$ cat config.mk
export PLATFORM = sky130hd
export DESIGN_NAME = decimal_display_frame_generator_top
export DESIGN_NICKNAME = d
export VERILOG_FILES = /design/src/hdl/ddfg_pkg.sv /design/src/hdl/ddfg_bcd_conv.sv /design/src/hdl/decimal_display_frame_generator_top.sv
export SDC_FILE = /design/constraint.sdc
export NUM_CORES = 1
export LEC_CHECK = 0
export ABC_AREA = 1
export BUFFER_PORTS_ARGS = -buffer_cell sky130_fd_sc_hd__buf_2
export CAP_MARGIN = 15
export CELL_PAD_IN_SITES_DETAIL_PLACEMENT = 0
export CELL_PAD_IN_SITES_GLOBAL_PLACEMENT = 2
export CORE_ASPECT_RATIO = 1.4
export CORE_MARGIN = 2
export CORE_UTILIZATION = 34
export DETAILED_ROUTE_END_ITERATION = 10
export GPL_TIMING_DRIVEN = 0
export PLACE_DENSITY = 0.9
export RECOVER_POWER = 100
export SLEW_MARGIN = 20
export SYNTH_ARGS = -nofsm -noshare
export SYNTH_HDL_FRONTEND = slang
export SYNTH_HIERARCHICAL = 1
export SYNTH_SLANG_ARGS = --single-unit
$ cat constraint.sdc
create_clock -name clock -period 2.4 [get_ports clock]
set_input_delay 0.48 -clock clock [delete_from_list [all_inputs] [get_ports clock]]
set_output_delay 0.48 -clock clock [all_outputs]
set_load 0.03 [all_outputs]
$ cat src/hdl/ddfg_pkg.sv
package ddfg_pkg;

   localparam int NUM_DIGITS = 6;
   localparam int DIGIT_LIMIT = 10 ** NUM_DIGITS - 1;
   localparam int BIN_WIDTH = $clog2(DIGIT_LIMIT + 1);
   localparam int BCD_WIDTH = 4 * NUM_DIGITS;
   localparam int CNT_WIDTH = $clog2(BIN_WIDTH + 1);

   typedef enum logic [1:0] {
      OP_INIT  = 2'd0,
      OP_SHOW  = 2'd1,
      OP_RANGE = 2'd2,
      OP_NONE  = 2'd3
   } op_type;

   localparam logic [3:0] REG_LEDS      = 4'h7;
   localparam logic [3:0] REG_DECODE    = 4'h9;
   localparam logic [3:0] REG_INTENSITY = 4'hA;
   localparam logic [3:0] REG_SCANLIM   = 4'hB;
   localparam logic [3:0] REG_POWER     = 4'hC;

   localparam logic [7:0] DATA_DECODE  = 8'h3F;
   localparam logic [7:0] DATA_SCANLIM = 8'h06;
   localparam logic [7:0] DATA_POWER   = 8'h01;

   localparam logic [3:0] CODE_BLANK = 4'hF;
   localparam logic [3:0] CODE_H     = 4'hC;
   localparam logic [3:0] CODE_E     = 4'hB;
   localparam logic [3:0] CODE_L     = 4'hD;
   localparam logic [3:0] CODE_P     = 4'hE;

   localparam logic [7:0] LED_HZ  = 8'h10;
   localparam logic [7:0] LED_KHZ = 8'h40;
   localparam logic [7:0] LED_MHZ = 8'h20;

   localparam logic [3:0] INTENSITY_RESET = 4'd8;

   typedef struct packed {
      op_type             operation;
      logic signed [31:0] value;
   } req_type;

   typedef struct packed {
      logic [3:0] reg_address;
      logic [7:0] reg_data;
      logic       last;
   } rsp_type;

   typedef struct packed {
      logic load;
      logic pop;
   } conv_ctl_type;

   typedef struct packed {
      logic       done;
      logic [3:0] digit;
      logic       rest_zero;
   } conv_sts_type;

endpackage

$ cat src/hdl/ddfg_bcd_conv.sv
module ddfg_bcd_conv
   import ddfg_pkg::*;
(
   input  logic                 clock,
   input  logic                 reset,
   input  conv_ctl_type         ctl,
   input  logic [BIN_WIDTH-1:0] bin_value,
   output conv_sts_type         sts
);

   logic [BIN_WIDTH-1:0] bin_ff, bin_in;
   logic [BCD_WIDTH-1:0] bcd_ff, bcd_in;
   logic [CNT_WIDTH-1:0] cnt_ff, cnt_in;
   logic [BCD_WIDTH-1:0] adjusted;

   // shift-and-add-3: each digit of five or more is corrected before the shift
   always_comb begin
      for (int i = 0; i < NUM_DIGITS; i++) begin
         if (bcd_ff[4*i +: 4] >= 4'd5) begin
            adjusted[4*i +: 4] = bcd_ff[4*i +: 4] + 4'd3;
         end else begin
            adjusted[4*i +: 4] = bcd_ff[4*i +: 4];
         end
      end
   end

   always_comb begin
      bin_in = bin_ff;
      bcd_in = bcd_ff;
      cnt_in = cnt_ff;
      if (ctl.load) begin
         bin_in = bin_value;
         bcd_in = '0;
         cnt_in = CNT_WIDTH'(BIN_WIDTH);
      end else if (cnt_ff != '0) begin
         bcd_in = {adjusted[BCD_WIDTH-2:0], bin_ff[BIN_WIDTH-1]};
         bin_in = {bin_ff[BIN_WIDTH-2:0], 1'b0};
         cnt_in = cnt_ff - 1'b1;
      end else if (ctl.pop) begin
         bcd_in = bcd_ff >> 4;
      end
   end

   always_ff @(posedge clock) begin
      if (reset) begin
         cnt_ff <= '0;
      end else begin
         cnt_ff <= cnt_in;
      end
      bin_ff <= bin_in;
      bcd_ff <= bcd_in;
   end

   assign sts.done      = (cnt_ff == '0);
   assign sts.digit     = bcd_ff[3:0];
   assign sts.rest_zero = ((bcd_ff >> 4) == '0);

endmodule

$ cat src/hdl/decimal_display_frame_generator_top.sv
// latency: a unit range word is on the outputs in the cycle after start; other runs first enter
//   S_INIT or S_BLANK, and a number in range first goes through the bit-serial conversion in S_CONV
// throughput: one frame per cycle once a run is past the conversion, up to 12 frames a command
// busy drops with the last frame; a command can be taken in that same cycle
// the result strobe cannot be held off by the receiver
// reset: synchronous, active high; idle, no strobe, intensity back to 8
module decimal_display_frame_generator_top
   import ddfg_pkg::*;
(
   input  logic       clock,
   input  logic       reset,
   input  logic       start,
   output logic       busy,
   input  req_type    req_data,
   output logic       rsp_strobe,
   output rsp_type    rsp_data,
   input  logic       csr_valid,
   output logic       csr_ready,
   input  logic [3:0] csr_data
);

   typedef enum logic [2:0] {
      S_IDLE,
      S_INIT,
      S_CONV,
      S_BLANK,
      S_DIGIT,
      S_HELP
   } state_type;

   localparam logic [1:0] HELP_FIRST = (NUM_DIGITS >= 4) ? 2'd0 : 2'(4 - NUM_DIGITS);
   localparam logic [3:0] HELP_BASE  = 4'(NUM_DIGITS - 3);
   localparam logic [3:0] TOP_DIGIT  = 4'(NUM_DIGITS);

   state_type    state_ff, state_in;
   logic [3:0]   idx_ff, idx_in;
   logic [1:0]   k_ff, k_in;
   logic         help_ff, help_in;
   logic         strobe_ff, strobe_in;
   rsp_type      rsp_ff, rsp_in;
   logic [3:0]   intensity_ff;
   logic         in_range;
   conv_ctl_type conv_ctl;
   conv_sts_type conv_sts;

   function automatic logic [3:0] help_code(input logic [1:0] k);
      logic [3:0] code;
      unique case (k)
         2'd0:    code = CODE_H;
         2'd1:    code = CODE_E;
         2'd2:    code = CODE_L;
         default: code = CODE_P;
      endcase
      return code;
   endfunction

   ddfg_bcd_conv u_conv (
      .clock     (clock),
      .reset     (reset),
      .ctl       (conv_ctl),
      .bin_value (req_data.value[BIN_WIDTH-1:0]),
      .sts       (conv_sts)
   );

   assign in_range = ($unsigned(req_data.value) <= 32'(DIGIT_LIMIT));

   always_comb begin
      state_in  = state_ff;
      idx_in    = idx_ff;
      k_in      = k_ff;
      help_in   = help_ff;
      strobe_in = 1'b0;
      rsp_in    = rsp_ff;
      conv_ctl  = '0;
      unique case (state_ff)
         S_IDLE: begin
            if (start) begin
               unique case (req_data.operation)
                  OP_INIT: begin
                     k_in     = 2'd0;
                     state_in = S_INIT;
                  end
                  OP_SHOW: begin
                     if (in_range) begin
                        conv_ctl.load = 1'b1;
                        help_in       = 1'b0;
                        state_in      = S_CONV;
                     end else begin
                        help_in  = 1'b1;
                        idx_in   = TOP_DIGIT;
                        state_in = S_BLANK;
                     end
                  end
                  OP_RANGE: begin
                     rsp_in.reg_address = REG_LEDS;
                     rsp_in.last        = 1'b1;
                     case (req_data.value)
                        32'sd0: begin
                           rsp_in.reg_data = LED_HZ;
                           strobe_in       = 1'b1;
                        end
                        32'sd1: begin
                           rsp_in.reg_data = LED_KHZ;
                           strobe_in       = 1'b1;
                        end
                        32'sd2: begin
                           rsp_in.reg_data = LED_MHZ;
                           strobe_in       = 1'b1;
                        end
                        default: begin
                           help_in  = 1'b1;
                           idx_in   = TOP_DIGIT;
                           state_in = S_BLANK;
                        end
                     endcase
                  end
                  default: ;
               endcase
            end
         end
         S_INIT: begin
            strobe_in   = 1'b1;
            rsp_in.last = (k_ff == 2'd3);
            unique case (k_ff)
               2'd0: begin
                  rsp_in.reg_address = REG_DECODE;
                  rsp_in.reg_data    = DATA_DECODE;
               end
               2'd1: begin
                  rsp_in.reg_address = REG_SCANLIM;
                  rsp_in.reg_data    = DATA_SCANLIM;
               end
               2'd2: begin
                  rsp_in.reg_address = REG_INTENSITY;
                  rsp_in.reg_data    = {4'd0, intensity_ff};
               end
               default: begin
                  rsp_in.reg_address = REG_POWER;
                  rsp_in.reg_data    = DATA_POWER;
               end
            endcase
            k_in = k_ff + 2'd1;
            if (k_ff == 2'd3) begin
               state_in = S_IDLE;
            end
         end
         S_CONV: begin
            if (conv_sts.done) begin
               idx_in   = TOP_DIGIT;
               state_in = S_BLANK;
            end
         end
         S_BLANK: begin
            strobe_in          = 1'b1;
            rsp_in.reg_address = idx_ff;
            rsp_in.reg_data    = {4'd0, CODE_BLANK};
            rsp_in.last        = 1'b0;
            idx_in             = idx_ff - 4'd1;
            if (idx_ff == 4'd1) begin
               if (help_ff) begin
                  k_in     = HELP_FIRST;
                  state_in = S_HELP;
               end else begin
                  idx_in   = TOP_DIGIT;
                  state_in = S_DIGIT;
               end
            end
         end
         S_DIGIT: begin
            strobe_in          = 1'b1;
            conv_ctl.pop       = 1'b1;
            rsp_in.reg_address = idx_ff;
            rsp_in.reg_data    = {4'd0, conv_sts.digit};
            // leading zeros stay blank: stop once the remaining BCD digits are zero
            rsp_in.last        = conv_sts.rest_zero || (idx_ff == 4'd1);
            idx_in             = idx_ff - 4'd1;
            if (conv_sts.rest_zero || (idx_ff == 4'd1)) begin
               state_in = S_IDLE;
            end
         end
         S_HELP: begin
            strobe_in          = 1'b1;
            rsp_in.reg_address = HELP_BASE + {2'd0, k_ff};
            rsp_in.reg_data    = {4'd0, help_code(k_ff)};
            rsp_in.last        = (k_ff == 2'd3);
            k_in               = k_ff + 2'd1;
            if (k_ff == 2'd3) begin
               state_in = S_IDLE;
            end
         end
         default: state_in = S_IDLE;
      endcase
   end

   always_ff @(posedge clock) begin
      if (reset) begin
         state_ff  <= S_IDLE;
         strobe_ff <= 1'b0;
         help_ff   <= 1'b0;
      end else begin
         state_ff  <= state_in;
         strobe_ff <= strobe_in;
         help_ff   <= help_in;
      end
      idx_ff <= idx_in;
      k_ff   <= k_in;
      rsp_ff <= rsp_in;
   end

   always_ff @(posedge clock) begin
      if (reset) begin
         intensity_ff <= INTENSITY_RESET;
      end else if (csr_valid && csr_ready) begin
         intensity_ff <= csr_data;
      end
   end

   assign busy       = (state_ff != S_IDLE);
   assign csr_ready  = 1'b1;
   assign rsp_strobe = strobe_ff;
   assign rsp_data   = rsp_ff;

endmodule

# == Word level (Yosys, flattened, before mapping) ==
# Cells that the tools add are included.
# totals
in_bits,42
elab_cells,135
ff_bits,77
# classes
order_cmp,7
n_reduce_logical,25
eq_ne,27
muxes,53
n_addsub,10
# op_table
operator,n
$pmux 13 s5,1
$mux 24,2
$mux 4,11
$mux 20,2
$pmux 11 s3,1
$eq 32x1->1 const B,1
$eq 32x2->1 const B,1
$le 32x20->1 const B,1
$logic_not 32->1,1
$mux 13,2
$ge 4x3->1 const B,6
$logic_not 24->1,1
$pmux 8 s3,1
$mux 3,7
$add 4x2->4 const B,5
$pmux 3 s3,2
$pmux 4 s4,1
$pmux 3 s5,1
$mux 1,12
$ne 2x2->1 const B,6
$mux 5,2
$reduce_bool 5->1,2
$mux 2,4
$ne 4x1->1 const B,2
other kinds (32),47

# == Longest topological paths before layout ==
# depth
ltp_word,6
ltp_mapped,15
ltp_nobuf,14

# == Cells and area by module ==
# The synthesis kept the hierarchy.
# by_module_without_submodules
module,area_each_um2,cells_each,seq_area_each_um2,instances
ddfg_bcd_conv,2921.6,395,1181.1,1
decimal_display_frame_generator_top,1978.1,279,720.7,1

# == Least setup slack after synthesis ==
# No wires, ideal clock.
# synth_timing
kind,register -> register
start,register state_ff[2]
end,"register u_conv.bin_ff[0], enable pin"
n_path_buf,1
arrival_time_ps,1840
path_slack_ps,184
t_required_ps,2023
setup_time_ps,377
path_stages_with_launch,9
synth_period_minus_slack_ps,2216
cell_sequence,dfxtp_1 nor2_2 nand2_4 nor2_1 inv_1 nor2_1 inv_1 buf_2 nand2_1
# synth_rtl
element,line,rtl
from (decl),decimal_display_frame_generator_top.sv:35,"state_type state_ff, state_in;"
from (signal assigned),decimal_display_frame_generator_top.sv:201,state_ff <= state_in;
to (signal assigned),ddfg_bcd_conv.sv:50,bin_ff <= bin_in;
to (decl),ddfg_bcd_conv.sv:11,"logic [BIN_WIDTH-1:0] bin_ff, bin_in;"

# == Worst setup path in the final report ==
# layout_timing
start,register state_ff[1]
end,"register k_ff[1], enable pin"
# layout_between
elab_chain_cells,4
word_cells_on_any_way,11
classes_between,eq/ne (7); reduce/logical (4)
# layout_lines
element,line,rtl
$eq 3x3->1 / $eq 3x1->1 (equally long branches),decimal_display_frame_generator_top.sv:75,unique case (state_ff)
$reduce_or 2->1 (no line),n/a,
$reduce_bool 3->1 (no line),n/a,
$reduce_and 5->1 (no line) (*),n/a,
to (signal assigned),decimal_display_frame_generator_top.sv:206,k_ff <= k_in;
to (decl),decimal_display_frame_generator_top.sv:37,"logic [1:0] k_ff, k_in;"
# Every way passes the cells marked *; elsewhere a longest branch is shown, timed or not.
# A chain may end at the register's enable or synchronous reset.

==> results by group <==
Route
  – Initial DRC count: 157
  – DRC Markers: 0
  – Total number of vias: 4379
  – Total wire length: 12.17 mm
  – Avg WL per Cell: 13.09 um
  – Routed Antenna Nets: 0
  – DRT Pass-1 Iters: 5
  – DR vias/cell: 4.709

Floorplan
  – Die X-Extent: 105.5 um
  – Die ar.: 15400 um^2
  – Std cell rows: 51
  – I/O pins: 58
  – Core Region: 13970 um^2
  – Initial core utilization: 0.3506
  – Height of the chip: 146.0 um

Setup path
  – FF-to-FF path depth: 6
  – CP Max Fanout: 7
  – Crit path arrival time: 2210 ps
  – CP endpoint: k_ff[1]
  – Most numerous cell on the critical path: inv_2
  – CP peak stage delay: 500 ps
  – Critical Path Slowest Stage Cell: dfxtp_1
  – Critical path, cell by cell: inv_4 > nor3_2 > inv_2 > nor2_4 > inv_2 > a2111oi_2
  – Reg2reg setup slack: 180 ps
  – FF-to-FF End: k_ff[1]
  – Crit end category: flop
  – Crit path kind: flop to flop
  – FF-to-FF Start: state_ff[1]
  – CP Data Required Time: 2390 ps
  – Startpoint Class: flop
  – Crit path from: state_ff[1]

Global routing
  – Global-route wire length before repair: 20.03 mm
  – Total GRT Usage: 0.1642
  – GR peak layer: met2
  – Grt total ovfl: 0
  – Grt met1 use: 0.1853
  – Vias in the first global route: 4234
  – Initial antenna violation count: 0
  – Met3 usage: 0.01875
  – M2 GR Usage: 0.3068
  – Largest net degree at the start of global routing: 21

STA
  – Final setup fails: 0
  – Skew final: 9.645 ps
  – Setup slack after layout: 176.0 ps
  – Tmin final: 2224 ps
  – Worst Max-Slew Pin Slew: 614.1 ps
  – RSZ-0062 raised after global routing: false
  – Slew HR: 0.5878
  – Hold slack: 354.9 ps
  – Final hold violation count: 0
  – Crit share post-route: 0.9267
  – Fmax: 449.6 MHz
  – Final slew viol count: 0

Layout
  – Non-Filler Instances: 930
  – Post-route cell area: 5640 um^2
  – Fin nets: 810
  – Multi-input gate area: 2430 um^2
  – Area delta synth->final: 15.12%
  – FF/Latch Area: 1902 um^2
  – Number of fill cells: 1528
  – Layout cells sized above 1: 0.1436
  – Diode count: 0

Placement
  – HPWL after DPL: 9.449 mm
  – Placer congestion estimate: 0.8470
  – Placed cells: 914
  – Pre-CTS WS: -419.6 ps
  – I/O Buffers: 55
  – Placed Area: 5406 um^2

Power and ir drop
  – Combinational Power Share: 0.522
  – Cell leakage power: 2.760 nW
  – Sw Ratio: 0.4618
  – Sw power: 3.740 mW
  – Clock Power Share: 0.156
  – Overall power: 8.099 mW
  – Maximum VDD drop: 0.0006005 V
  – Sequential share of power: 0.322
  – Pint: 4.359 mW
  – Pwr/cell area: 1436 nW/um^2

Synth
  – Register area share after synthesis: 0.3882
  – Mapped Avg Cell Area: 7.270 um^2
  – Post-Synthesis Cell Area: 4900 um^2
  – Synth warn: 6
  – Top-area cell type share of the netlist area: 0.2329
  – Syn_nets: 744
  – Largest area contributor in the netlist: edfxtp_1
  – Synth area leaders: edfxtp_1, dfxtp_1, nand2_1
  – FF+latch count, synth: 76
  – Synthesized instance count: 674
  – Post-synth cell types: 45

CTS
  – Clk_lat worst skew: 350 ps
  – CTS Buffer Depth: 2
  – H-tree depth: 3
  – TritonCTS buffer count: 9
  – Clk sink count: 76
  – # hold bufs at CTS: 0
  – CTS tree: done
  – CTS root buf: clkbuf_16
  – Worst-path clk slew: 60 ps

Run status
  – Outcome: finished, final reports clean

Run
  – Max-cap violation count: 0

Hold path
  – Hold depth: 3
  – Worst hold path type: input pin to flop
routing by layer:
| layer | routed length [um] | up-vias |
|---|---|---|
| li1 | - | 2279 |
| met1 | 5071 | 2015 |
| met2 | 6522 | 67 |
| met3 | 323 | 18 |
| met4 | 251 | 0 |
| met5 | 0 | - |
Yosys cell counts (all sizes together):
cell type / count
nor3: 8
xor2: 5
conb: 2
o21ai: 23
a31oi: 2
o311ai: 2
edfxtp: 38
o211ai: 2
ha: 28
nand3b: 1
or2: 2
nand3: 51
a211oi: 1
clkbuf: 3
o31ai: 2
xnor2: 1
o221ai: 2
buf: 16
inv: 110
nor4: 1
nor2: 92
a211o: 1
nand4: 17
dfxtp: 38
a21oi: 31
o2111ai: 1
a2111oi: 1
nand2: 193
kinds of logic (layout without fill, tap and decap cells):
family          after synthesis  in the layout  share of synthesized area
fa+ha+maj                    28             28                    0.07150
simple gates                365            365                     0.3325
other cells                   2              2                   0.001533
xor+xnor                      6              6                    0.01073
compound gates               68             68                    0.08376
buf+inv                     129            200                     0.1118
flops                        76             76                     0.3882
critical path: cells and delay by family (launching register included):
family          cells  cell delay, ps
simple gates        2             630
buf+inv             3             270
flops               1             500
compound gates      1             460
final cells by class:
| cell class | count | area share |
|---|---|---|
| Tap cell | 185 | 0.04104 |
| Clock buffer | 11 | 0.04303 |
| Multi-Input combinational cell | 469 | 0.4308 |
| Inverter | 110 | 0.07365 |
| Clock inverter | 5 | 0.004880 |
| Sequential cell | 76 | 0.3372 |
| Buffer | 19 | 0.02396 |
| Timing Repair Buffer | 55 | 0.04547 |
how the worst min path moves through the flow:
stage	from	endpoint	slack (ps)
after floorplan	intensity_ff[3]	intensity_ff[3]	430
after global placement	u_conv/cnt_ff[0]	u_conv/cnt_ff[0]	450
after global routing	csr_data[3]	intensity_ff[3]	350
after detailed placement	u_conv/cnt_ff[0]	u_conv/cnt_ff[0]	450
final	csr_data[3]	intensity_ff[3]	350
after CTS	csr_data[3]	intensity_ff[3]	350
state kept, by name, indices dropped and copies added, names as in the netlist:
name           count
u_conv/bcd_ff     24
u_conv/bin_ff     20
rsp_data          12
u_conv/cnt_ff      5
idx_ff             4
intensity_ff       4
state_ff           3
k_ff               2
help_ff            1
rsp_strobe         1
placed cells by master, fill, tap and decap left out, types with 14 or more instances in the layout:
cell type | Yosys | layout
ha_1 | 28 | 28
inv_1 | 104 | 105
nand2_1 | 190 | 189
clkbuf_1 | 3 | 18
a21oi_1 | 26 | 30
nor2_1 | 80 | 81
nand3_1 | 48 | 48
o21ai_0 | 21 | 21
edfxtp_1 | 38 | 38
nand4_1 | 14 | 14
dfxtp_1 | 38 | 38
buf_2 | 4 | 42
through the flow:
stage	util	TNS (ps)
finish	0.4036	0
global route	0.4036	0
CTS	0.4064	0
detailed placement	0.3869	-8938
global placement	0.3869	-8209
floorplan	-	0
power by group through the flow:
| stage | clock [mW] | sequential [mW] | combinational (mW) |
|---|---|---|---|
| 3_5_place_dp | 0 | 2.64 | 4.32 |
| 2_1_floorplan | 0 | 2.73 | 3.10 |
| 6_report | 1.27 | 2.61 | 4.23 |
| 3_3_place_gp | 0 | 2.62 | 4.25 |
| 5_1_grt | 1.36 | 2.68 | 4.84 |
| 4_1_cts | 1.30 | 2.62 | 4.34 |
repair_timing:
item / in CTS / in global routing
setup endpoints to repair: 20 / 49
resized for setup: 1 / 7
buffers inserted: 0 / 0
Note: power is estimated with default switching activity, not from simulation.
